<file path="config.mk">
export PLATFORM = sky130hd
export DESIGN_NAME = rc_pulse_to_tank_drive_mixer
export DESIGN_NICKNAME = d
export VERILOG_FILES = /design/src/sv/rcm_pkg.sv /design/src/sv/rcm_mix.sv /design/src/sv/rcm_duty.sv /design/src/sv/rc_pulse_to_tank_drive_mixer.sv
export SDC_FILE = /design/constraint.sdc
export NUM_CORES = 2
export LEC_CHECK = 0
export ABC_AREA = 1
export BUFFER_PORTS_ARGS = -buffer_cell sky130_fd_sc_hd__buf_2
export CORE_MARGIN = 1.5
export CORE_UTILIZATION = 61
export DETAILED_ROUTE_END_ITERATION = 10
export PLACE_DENSITY_LB_ADDON = 0.15
export SLEW_MARGIN = 20
export SYNTH_ARGS = -nofsm -noshare
export SYNTH_HDL_FRONTEND = slang
export SYNTH_SLANG_ARGS = --single-unit
</file>
<file path="constraint.sdc">
create_clock -name clk -period 10.6 [get_ports clk]
set_clock_uncertainty 0.1 [all_clocks]
set_input_delay 3.18 -clock clk [delete_from_list [all_inputs] [get_ports clk]]
set_output_delay 3.18 -clock clk [all_outputs]
set_load 0.05 [all_outputs]
</file>
<file path="src/sv/rcm_pkg.sv">
`default_nettype none

package rcm_pkg;

	// action codes on the result
	typedef enum logic [2:0] {
		ACT_STOP  = 3'd0,
		ACT_RIGHT = 3'd1,
		ACT_LEFT  = 3'd2,
		ACT_FWD   = 3'd3,
		ACT_BACK  = 3'd4,
		ACT_NONE  = 3'd5
	} action_t;

	// pulse limits in microseconds
	localparam logic [11:0] PULSE_MIN = 12'd600;
	localparam logic [11:0] PULSE_MAX = 12'd1600;
	localparam logic [10:0] PULSE_MID = 11'd1100;

	// full scale of a mixed power, units of 0.008 percent
	localparam logic signed [15:0] FULL_SCALE = 16'sd12500;

	// floor(n / 3125) as (n * DUTY_RECIP) >> DUTY_SHIFT, exact for n below 15.2e6
	localparam logic [23:0] DUTY_RECIP = 24'd10995117;
	localparam int          DUTY_SHIFT = 35;

	// whole percent from a distance to center: floor(x / 5) as (x * 205) >> 10
	localparam logic [7:0] DIV5_RECIP = 8'd205;

	// result of the mixing stage
	typedef struct packed {
		action_t            action;
		logic               right_reverse;
		logic               left_reverse;
		logic signed [15:0] right_pow;
		logic signed [15:0] left_pow;
	} mix_t;

	// saturate a pulse to 600..1600
	function automatic logic [10:0] pulse_clamp(input logic [11:0] p);
		logic [11:0] v;
		begin
			if (p > PULSE_MAX) begin
				v = PULSE_MAX;
			end else if (p < PULSE_MIN) begin
				v = PULSE_MIN;
			end else begin
				v = p;
			end
			pulse_clamp = v[10:0];
		end
	endfunction

	// map clamped pulse to -2500..2500 (units of 0.04 percent)
	function automatic logic signed [13:0] pulse_units(input logic [10:0] p);
		logic [10:0] x;
		logic [12:0] x5;
		begin
			x = p - PULSE_MIN[10:0];
			x5 = {2'b0, x} + {x, 2'b0};
			pulse_units = $signed({1'b0, x5}) - 14'sd2500;
		end
	endfunction

	// magnitude in whole percent, truncated
	function automatic logic [6:0] pulse_whole(input logic [10:0] p);
		logic [10:0] diff;
		logic [16:0] prod;
		begin
			diff = (p >= PULSE_MID) ? (p - PULSE_MID) : (PULSE_MID - p);
			prod = {8'b0, diff[8:0]} * {9'b0, DIV5_RECIP};
			pulse_whole = prod[16:10];
		end
	endfunction

endpackage

`default_nettype wire

</file>
<file path="src/sv/rcm_mix.sv">
`default_nettype none

module rcm_mix import rcm_pkg::*; (
	input  logic [11:0] steer_pulse,
	input  logic [11:0] throttle_pulse,
	input  logic [6:0]  deadband_percent,
	output mix_t        mix
);

	logic [10:0]        ps;
	logic [10:0]        pt;
	logic signed [13:0] s;
	logic signed [13:0] t;
	logic [12:0]        d_u;
	logic signed [13:0] d;
	logic               t_in;
	logic               s_in;
	logic [13:0]        turn_pow;
	logic [13:0]        back_base;
	logic signed [15:0] s16;
	logic signed [15:0] t5;

	// pulses to signed units
	assign ps = pulse_clamp(steer_pulse);
	assign pt = pulse_clamp(throttle_pulse);
	assign s  = pulse_units(ps);
	assign t  = pulse_units(pt);

	// deadband in units and window tests
	assign d_u  = {6'b0, deadband_percent} * 13'd25;
	assign d    = $signed({1'b0, d_u});
	assign t_in = (t < d) && (t > -d);
	assign s_in = (s < d) && (s > -d);

	// whole-percent powers scaled back to mixing units
	assign turn_pow  = {7'b0, pulse_whole(ps)} * 14'd125;
	assign back_base = {7'b0, pulse_whole(pt)} * 14'd125;

	assign s16 = 16'(s);
	assign t5  = (16'(t) <<< 2) + 16'(t);

	// decide action, directions and side powers
	always_comb begin
		mix = '0;
		mix.action = ACT_NONE;
		if (t_in && s_in) begin
			mix.action = ACT_STOP;
		end else if (t_in) begin
			if (s > d) begin
				mix.action        = ACT_RIGHT;
				mix.left_reverse  = 1'b1;
				mix.right_pow     = $signed({2'b0, turn_pow});
				mix.left_pow      = $signed({2'b0, turn_pow});
			end else if (s < -d) begin
				mix.action        = ACT_LEFT;
				mix.right_reverse = 1'b1;
				mix.right_pow     = $signed({2'b0, turn_pow});
				mix.left_pow      = $signed({2'b0, turn_pow});
			end
		end else if (t > 14'sd0) begin
			mix.action        = ACT_FWD;
			mix.right_reverse = 1'b1;
			mix.left_reverse  = 1'b1;
			mix.right_pow     = t5 - s16;
			mix.left_pow      = t5 + s16;
		end else if (t < 14'sd0) begin
			mix.action    = ACT_BACK;
			mix.right_pow = $signed({2'b0, back_base}) - s16;
			mix.left_pow  = $signed({2'b0, back_base}) + s16;
		end
	end

endmodule

`default_nettype wire

</file>
<file path="src/sv/rcm_duty.sv">
`default_nettype none

module rcm_duty import rcm_pkg::*; (
	input  logic signed [15:0] power,
	output logic [11:0]        duty
);

	logic [13:0] c;
	logic [25:0] m;
	logic [23:0] m4;
	logic [47:0] prod;

	// clamp to 0..full scale
	always_comb begin
		if (power < 16'sd0) begin
			c = '0;
		end else if (power > FULL_SCALE) begin
			c = FULL_SCALE[13:0];
		end else begin
			c = power[13:0];
		end
	end

	// round(c * 4095 / 12500), ties up: floor((c*4095 + 6250) / 12500)
	assign m    = {c, 12'b0} - {12'b0, c} + 26'd6250;
	assign m4   = m[25:2];
	assign prod = {24'b0, m4} * {24'b0, DUTY_RECIP};
	assign duty = prod[DUTY_SHIFT+11:DUTY_SHIFT];

endmodule

`default_nettype wire

</file>
<file path="src/sv/rc_pulse_to_tank_drive_mixer.sv">
`default_nettype none

// Tank-drive mixer for two radio-control channels. Each transfer on the input
// carries a steering and a throttle pulse width in microseconds; each produces
// exactly one result transfer with an action code, a direction bit per motor
// and a 12-bit PWM off count per motor. The block is a three-stage pipeline
// (input register, mixing register, output register) and accepts one item per
// cycle while the output is not stalled. An item passes from the input register
// through the mixing register to the output register, which drives out_valid.
// The throughput is one item per cycle while out_ready stays high: each stage
// loads whenever it is empty or its content moves on, and the ready chain runs
// back through the stages without a gap. deadband_percent resets to 5
// and is written through cfg_wr_en/cfg_wr_data; write it only while the
// pipeline is empty.
module rc_pulse_to_tank_drive_mixer import rcm_pkg::*; (
	input  logic        clk,
	input  logic        arst_n,
	input  logic        cfg_wr_en,
	input  logic [6:0]  cfg_wr_data,
	input  logic        in_valid,
	output logic        in_ready,
	input  logic [11:0] steer_pulse,
	input  logic [11:0] throttle_pulse,
	output logic        out_valid,
	input  logic        out_ready,
	output logic [2:0]  action,
	output logic        right_reverse,
	output logic        left_reverse,
	output logic [11:0] right_duty,
	output logic [11:0] left_duty
);

	logic [6:0]  deadband_q;
	logic        v_s1;
	logic        v_s2;
	logic        v_s3;
	logic        adv_s1;
	logic        adv_s2;
	logic        adv_s3;
	logic [11:0] steer_s1;
	logic [11:0] throttle_s1;
	mix_t        mix_comb;
	mix_t        mix_s2;
	logic [11:0] rduty_comb;
	logic [11:0] lduty_comb;
	action_t     action_s3;
	logic        rrev_s3;
	logic        lrev_s3;
	logic [11:0] rduty_s3;
	logic [11:0] lduty_s3;

	// configuration register
	always_ff @(posedge clk or negedge arst_n) begin
		if (!arst_n) begin
			deadband_q <= 7'd5;
		end else if (cfg_wr_en) begin
			deadband_q <= cfg_wr_data;
		end
	end

	// stage advance: a stage loads when it is empty or its content moves on
	assign adv_s3   = !v_s3 || out_ready;
	assign adv_s2   = !v_s2 || adv_s3;
	assign adv_s1   = !v_s1 || adv_s2;
	assign in_ready = adv_s1;

	// valid bits
	always_ff @(posedge clk or negedge arst_n) begin
		if (!arst_n) begin
			v_s1 <= 1'b0;
			v_s2 <= 1'b0;
			v_s3 <= 1'b0;
		end else begin
			if (adv_s1) begin
				v_s1 <= in_valid;
			end
			if (adv_s2) begin
				v_s2 <= v_s1;
			end
			if (adv_s3) begin
				v_s3 <= v_s2;
			end
		end
	end

	// input register
	always_ff @(posedge clk) begin
		if (adv_s1 && in_valid) begin
			steer_s1    <= steer_pulse;
			throttle_s1 <= throttle_pulse;
		end
	end

	rcm_mix u_mix (
		.steer_pulse      (steer_s1),
		.throttle_pulse   (throttle_s1),
		.deadband_percent (deadband_q),
		.mix              (mix_comb)
	);

	// mixing register
	always_ff @(posedge clk) begin
		if (adv_s2 && v_s1) begin
			mix_s2 <= mix_comb;
		end
	end

	rcm_duty u_duty_right (
		.power (mix_s2.right_pow),
		.duty  (rduty_comb)
	);

	rcm_duty u_duty_left (
		.power (mix_s2.left_pow),
		.duty  (lduty_comb)
	);

	// output register
	always_ff @(posedge clk) begin
		if (adv_s3 && v_s2) begin
			action_s3 <= mix_s2.action;
			rrev_s3   <= mix_s2.right_reverse;
			lrev_s3   <= mix_s2.left_reverse;
			rduty_s3  <= rduty_comb;
			lduty_s3  <= lduty_comb;
		end
	end

	assign out_valid     = v_s3;
	assign action        = action_s3;
	assign right_reverse = rrev_s3;
	assign left_reverse  = lrev_s3;
	assign right_duty    = rduty_s3;
	assign left_duty     = lduty_s3;

endmodule

`default_nettype wire
</file>
* Word level (Yosys, flattened, before mapping) *
Index checks and enable logic that the tools add are counted.

storage, ports and cells
  word-level logic and storage cells = 95
  bits in registers = 100
  output and inout port bits = 31

operators by class
  order comparisons = 18
  $mul = 7
  multiplexer cells = 22
  reduce and logical (&&, ||, !) cells = 12
  add/subtract/negate cells = 20

operator list
  operator                                                                            number
  32-bit 2-to-1 mux                                                                   3
  24-bit by 24-bit multiplier with 47-bit output (second input constant)              2
  14-bit 2-to-1 mux                                                                   4
  26-bit by 13-bit adder with 26-bit output (second input constant)                   2
  26-bit by 14-bit subtractor with 26-bit output                                      2
  11-bit 2-to-1 mux                                                                   4
  37-bit 2-to-1 mux                                                                   1
  9-bit by 8-bit multiplier with 17-bit output (second input constant)                2
  16-bit by 14-bit adder with 16-bit output                                           2
  16-bit by 15-bit greater-than comparator with 1-bit output (second input constant)  2
  16-bit by 1-bit < comparator with 1-bit output (second input constant)              2
  30-bit 2-to-1 mux                                                                   1
  14-bit greater-than comparator                                                      2
  14-bit by 13-bit < comparator with 1-bit output                                     2
  7-bit by 7-bit multiplier with 14-bit output (second input constant)                2
  13-bit by 12-bit subtractor with 14-bit output (second input constant)              2
  11-bit by 13-bit adder with 13-bit output                                           2
  12-bit by 11-bit greater-than comparator with 1-bit output (second input constant)  2
  12-bit by 10-bit < comparator with 1-bit output (second input constant)             2
  11-bit greater-or-equal comparator (second input constant)                          2
  11-bit by 10-bit subtractor with 11-bit output (second input constant)              2
  9-bit 2-to-1 mux                                                                    2
  7-bit by 9-bit subtractor with 9-bit output (first input constant)                  2
  9-bit by 7-bit subtractor with 9-bit output (second input constant)                 2
  16 further kinds                                                                    28

* Longest topological paths before layout *
  depth after elaboration = 11
  mapped depth = 65

* By module *
A second synthesis with hierarchy kept.

unflattened totals
  cell total of the unflattened synthesis = 5249
  area total of the unflattened synthesis = 42678.4 µm²

modules (own cells, without submodules)
  module                        seq. area each (µm²)  instances  cells an instance  area an instance (µm²)
  rcm_mix                       0.0                   1          1998               13675.6
  rcm_duty at u_duty_right      0.0                   1          1553               12995.0
  rcm_duty at u_duty_left       0.0                   1          1562               12884.9
  rc_pulse_to_tank_drive_mixer  2955.3                1          136                3123.0

* Worst setup path before layout *
OpenSTA, ideal clock, no wires.

  path kind = register to register
  from = reg throttle_s1[8]
  to = reg mix_s2[15] in the netlist's numbering (data pin)
  cell stages (with the launch flop) = 55
  arrival = 10959 ps
  period minus slack after synthesis = 11315 ps
  required time = 10244 ps
  path slack = -715 ps
  cells stage by stage = edfxtp_1 > nor3_1 > nand3_1 > nand2_2 > nand2_4 > nor2_1 > inv_1 > ha_1 > nand2_1 > nand3b_1 > nand3_1 > nand2_1 > inv_1 > nor3_1 > nor3_1 > xor2_1 > inv_1 > ha_1 > [19 not listed] > a21oi_1 > o21bai_1 > xnor2_1 > inv_1 > ha_1 > clkbuf_1 > nand2_1 > nor3_1 > nand3_1 > o2111ai_1 > nand2_1 > inv_1 > nor2_1 > o21ai_0 > a21oi_1 > or2_2 > nand3_1 > a21oi_1

between the ends
  longest elaborated chain between the ends = 11
  elaborated cells on any way between the ends = 25
  classes of those cells = add/sub (8); mul (2); order compare (7); mux (6); reduce/logical (2)

RTL lines
  element                                                                    RTL line                             text
  start: declaration                                                         rc_pulse_to_tank_drive_mixer.sv:41   logic [11:0] throttle_s1;
  start signal: assignment                                                   rc_pulse_to_tank_drive_mixer.sv:90   throttle_s1 <= throttle_pulse;
  12-bit by 10-bit < comparator with 1-bit output                            rcm_pkg.sv:45                        end else if (p < PULSE_MIN) begin
  11-bit 2-to-1 mux                                                          rcm_pkg.sv:45
  11-bit 2-to-1 mux (*)                                                      rcm_pkg.sv:43                        if (p > PULSE_MAX) begin
  7-bit by 9-bit subtractor with 9-bit output, or another cell as far along  rcm_pkg.sv:70                        diff = (p >= PULSE_MID) ? (p - PULSE_MID) : (PULSE_MID - p);
  9-bit 2-to-1 mux                                                           rcm_pkg.sv:70
  9-bit by 8-bit multiplier with 17-bit output                               rcm_pkg.sv:71                        prod = {8'b0, diff[8:0]} * {9'b0, DIV5_RECIP};
  7-bit by 7-bit multiplier with 14-bit output                               rcm_mix.sv:37                        assign back_base = {7'b0, pulse_whole(pt)} * 14'd125;
  15-bit by 14-bit adder with 16-bit output                                  rcm_mix.sv:69                        mix.left_pow = $signed({2'b0, back_base}) + s16;
  32-bit 2-to-1 mux                                                          rcm_mix.sv:66                        end else if (t < 14'sd0) begin
  32-bit 2-to-1 mux                                                          rcm_mix.sv:60                        end else if (t > 14'sd0) begin
  37-bit 2-to-1 mux                                                          rcm_mix.sv:48                        end else if (t_in) begin
  end signal: assignment                                                     rc_pulse_to_tank_drive_mixer.sv:104  mix_s2 <= mix_comb;
  end: declaration                                                           rc_pulse_to_tank_drive_mixer.sv:43   mix_t mix_s2;

Every way passes the cells marked *; elsewhere a longest branch is shown, timed or not.
A chain may end at the register's enable or synchronous reset.

* Worst setup path in the final report *
  from = reg throttle_s1[8]
  to = reg mix_s2[31] in the netlist's numbering (data pin)

between the ends
  longest elaborated chain between the ends = 11
  elaborated cells on any way between the ends = 25
  classes of those cells = add/sub (8); mul (2); order compare (7); mux (6); reduce/logical (2)

RTL lines
  element                                                                    RTL line       text
  12-bit by 10-bit < comparator with 1-bit output                            rcm_pkg.sv:45
  11-bit 2-to-1 mux                                                          rcm_pkg.sv:45
  11-bit 2-to-1 mux (*)                                                      rcm_pkg.sv:43
  7-bit by 9-bit subtractor with 9-bit output, or another cell as far along  rcm_pkg.sv:70
  9-bit 2-to-1 mux                                                           rcm_pkg.sv:70
  9-bit by 8-bit multiplier with 17-bit output                               rcm_pkg.sv:71
  7-bit by 7-bit multiplier with 14-bit output                               rcm_mix.sv:37
  15-bit by 14-bit subtractor with 16-bit output                             rcm_mix.sv:68  mix.right_pow = $signed({2'b0, back_base}) - s16;
  32-bit 2-to-1 mux                                                          rcm_mix.sv:66
  32-bit 2-to-1 mux                                                          rcm_mix.sv:60
  37-bit 2-to-1 mux                                                          rcm_mix.sv:48

Marked as above.

==> reports/summary.log <==
INFO  cells_and_area fin_nets=6,695
INFO  routing        route.layer.met1.wl=43.54mm
INFO  routing        vias_per_cell=5.291
INFO  clocking       clk_pin_slew=0.08ns
INFO  sta            worst_slew_margin_rel=0.3481
INFO  yosys          mappedNetlistArea=40,840squm
INFO  floorplanning  total_die_area=68,510squm
INFO  routing        routed_wirelength=100.9mm
INFO  yosys          synthSimpleGateAreaFrac=0.1223
INFO  sta            rsz0062_at_grt=true
INFO  setup_path     cp.required=10.77ns
INFO  setup_path     critical-path-slowest-cell=sky130_fd_sc_hd__fa_1
INFO  placed_design  place_worst_setup_slack=-0.3806ns
INFO  sta            post-route-worst-setup-slack=0.1936ns
INFO  clocking       cts-root-buf=sky130_fd_sc_hd__clkbuf_16
INFO  run_status     status=finished with violations
INFO  cells_and_area post_route_cells_drive_above_1_share=0.09581
INFO  yosys          post_synthesis_area_per_instance=8.275squm
INFO  floorplanning  die_width=261.7microns
INFO  sta            report.final.setup_viol=0
INFO  floorplanning  core_area=65,980squm
INFO  yosys          yosys_most_used_dff=sky130_fd_sc_hd__edfxtp_1
INFO  setup_path     critical_path.endpoint_type=register
INFO  global_routing grt_pass1_wl=163.7mm
INFO  setup_path     setup.worst_path.start_class=register
INFO  floorplanning  die_h=261.7microns
INFO  cells_and_area total_inserted_antenna_cells=0
INFO  clocking       post_cts_hold_buffer_count=0
INFO  global_routing grt_max_degree=39
INFO  cells_and_area areaGrowthSynthToFinish=9.694%
INFO  global_routing first_global_vias=32,789
INFO  routing        drt_drc_violations_left=1
INFO  yosys          synth_top_cell_area_share=0.2770
INFO  routing        drt_pass1_iterations=8
INFO  sta            max_slew.worst_pin.slew=0.9709ns
INFO  sta            achievable-frequency=0.09609GHz
INFO  job            maxCapViolations=0
INFO  global_routing grtUsageTotal=0.3040
INFO  run_status     failed_checks=design-rule violations
INFO  yosys          post_synth_inst_count=4,935
INFO  yosys          yosys.area_share.xor_xnor=0.04075
INFO  global_routing gr_overflow_total=0
INFO  floorplanning  fp-row-count=94
INFO  floorplanning  floorplan.initialDensity=0.6189
INFO  cells_and_area layout_commonest_cell=sky130_fd_sc_hd__inv_1
INFO  yosys          combinational_family_with_the_most_area_after_synthesis=adder cells
INFO  routing        vias=32,077
INFO  yosys          synthTopCellsByArea=sky130_fd_sc_hd__fa_1 28%, sky130_fd_sc_hd__ha_1 28%, sky130_fd_sc_hd__inv_1 13%
INFO  global_routing antenna_found_initial=0
INFO  sta            timing_hold_violations_final=0
INFO  clocking       clk_latency_worst_skew_pair=0.39ns
INFO  sta            slew_violations=0
INFO  routing        routed.top_layer=met4
INFO  yosys          synth_async_reset_ratio=0.1031
INFO  yosys          synth-seq-cells=97
INFO  routing        antenna_left=0
INFO  yosys          synth_compound_area_frac=0.08058
INFO  placed_design  place.port_buffers=66
INFO  yosys          post_synth_mux_area_share=0.0005515
INFO  routing        detailedRoute.firstIterationViolations=1,714
INFO  yosys          ys_seq_area_frac=0.07017
INFO  clocking       tritoncts=done
INFO  clocking       clock_sinks=97
INFO  cells_and_area layout.cells.most_common_list=1,370 x sky130_fd_sc_hd__inv_1, 878 x sky130_fd_sc_hd__ha_1, 625 x sky130_fd_sc_hd__nand2_1, 565 x sky130_fd_sc_hd__fa_1, 232 x sky130_fd_sc_hd__a21oi_1
INFO  routing        avgRoutedWirePerCell=16.65microns
INFO  placed_design  hpwlAfterDp=89.65mm
INFO  floorplanning  ioPinCount=67
INFO  clocking       cts_max_level=3
INFO  sta            fin_crit_sh=0.9817
INFO  yosys          ys.warnings.count=0
INFO  routing        route.met2.wl=50.10mm
INFO  setup_path     crit_path_arrival_time=10.57ns
INFO  yosys          yosys.area.top_type=sky130_fd_sc_hd__fa_1
INFO  setup_path     worstSetupPathType=register to register
INFO  routing        dr_wl_met3=4.185mm
INFO  yosys          post_synth_num_cell_types=63
INFO  yosys          synth_edf_count=87
INFO  yosys          synth_adder_area_share=0.5531
INFO  placed_design  gp_congestion=0.9546
INFO  clocking       cts_buffer_depth=2
INFO  setup_path     cp_max_fo=5
INFO  sta            final_period_minus_worst_setup_slack=10.41ns
INFO  clocking       tritoncts.num_buffers=9
INFO  setup_path     timing.critical_path.slowest_cell_delay=0.53ns
INFO  worst_hold_path hold_class=register to register
==> synthesized netlist by cell type (all sizes together), types with 3 or more instances <==
library cell and count:
buf 14, a21oi 251, edfxtp 87, nand3b 7
o221ai 6, a2111oi 3, nand2 663, o31ai 9
or2 10, dfrtp 8, o211ai 7, o22ai 15
o2111ai 9, o311ai 3, a211oi 13, a21boi 4
nand4 32, fa 565, o21bai 27, o221a 3
nor4 12, clkbuf 10, inv 1400, nor2 241
nor3 49, a21o 17, o21a 4, o21ai 170
a221oi 6, xnor2 45, xor2 145, nand3 154
ha 901, nor3b 5, a31oi 23
==> worst paths after layout <==
path                            slack [ns]  depth (start not counted)                        end                      from
worst max-delay path                  0.19                         58   mix_s2[31]$_SDFFCE_PP0P_  throttle_s1[8]$_DFFE_PP_
worst min-delay path                  0.38                          0        action[0]$_DFFE_PP_  mix_s2[34]$_SDFFCE_PP0P_
worst max register to register        0.19                         58   mix_s2[31]$_SDFFCE_PP0P_  throttle_s1[8]$_DFFE_PP_
worst min register to register        0.38                          0        action[0]$_DFFE_PP_  mix_s2[34]$_SDFFCE_PP0P_
max in group asynchronous             7.62                          1  deadband_q[0]$_DFFE_PN1P_                    arst_n
min in group asynchronous             2.53                          1      out_valid$_DFFE_PN0P_                    arst_n
==> routing by layer <==
metal  up-vias  GRT usage
met2       696     0.5399
met5         -          0
met3       139    0.02932
met4         0    0.09610
li1      15926          -
met1     15316     0.3899
==> critical path, delay by kind of cell, from the launching register on <==
family / cells / cell delay (ns)
adder cells (fa/ha/maj): 12 / 4.83
AND/OR/NAND/NOR: 22 / 2.14
AO/OA/AOI/OAI: 11 / 1.68
buffers and inverters: 11 / 0.69
flip-flops: 1 / 0.48
XOR/XNOR: 2 / 0.35
==> kinds of logic (layout without fill, tap and decap cells) <==
logic type | count (synthesis) | in the layout
DFF | 97 | 97
xor gates and xnor gates | 190 | 190
muxes | 2 | 2
AOI/OAI and AO/OA | 576 | 576
and+or+nand+nor | 1177 | 1177
other | 1 | 2
buffers and inverters | 1426 | 1688
adders and majority gates | 1466 | 1466
==> sequential cells by signal, indices dropped and copies added (netlist names) <==
name and count:
throttle_s1 12, mix_s2 35, left_duty 12, right_duty 12, out_valid 1, left_reverse 1
steer_s1 12, v_s2 1, action 3, deadband_q 7, v_s1 1
==> cell type report <==
cell class / instances / area, sq um
inverters: 1402 / 5270
fillers: 5607 / 21190
multi-input cells: 3413 / 33410
clock inverters: 7 / 61.31
repair buffers: 270 / 1884
flip-flops and latches: 97 / 2865
well taps: 864 / 1081
clock buffers: 9 / 225.2
==> stage by stage <==
stage | cell area, sq um | cells | util | TNS, ns | hold slack, ns
final | 44790 | 6062 | 0.6789 | 0 | 0.3807
after global routing | 44790 | 6062 | 0.6789 | -2.656 | 0.3641
after global placement | 43420 | 6011 | 0.6581 | -0.9831 | 0.3740
after floorplan | 40880 | 4936 | - | 0 | 0.3003
after detailed placement | 43420 | 6011 | 0.6581 | -2.397 | 0.3769
after CTS | 44030 | 6039 | 0.6674 | 0 | 0.3806
==> timing repair <==
item	4_1_cts	5_1_grt
pin swaps	40	92
gates resized for setup	45	149
endpoints found under the setup margin	12	24
buffers inserted	12	23
cloned	0	0
Power is left out: the tool's default activity adds up to more than one toggle a clock period on the data nets, which glitch-free logic cannot reach.
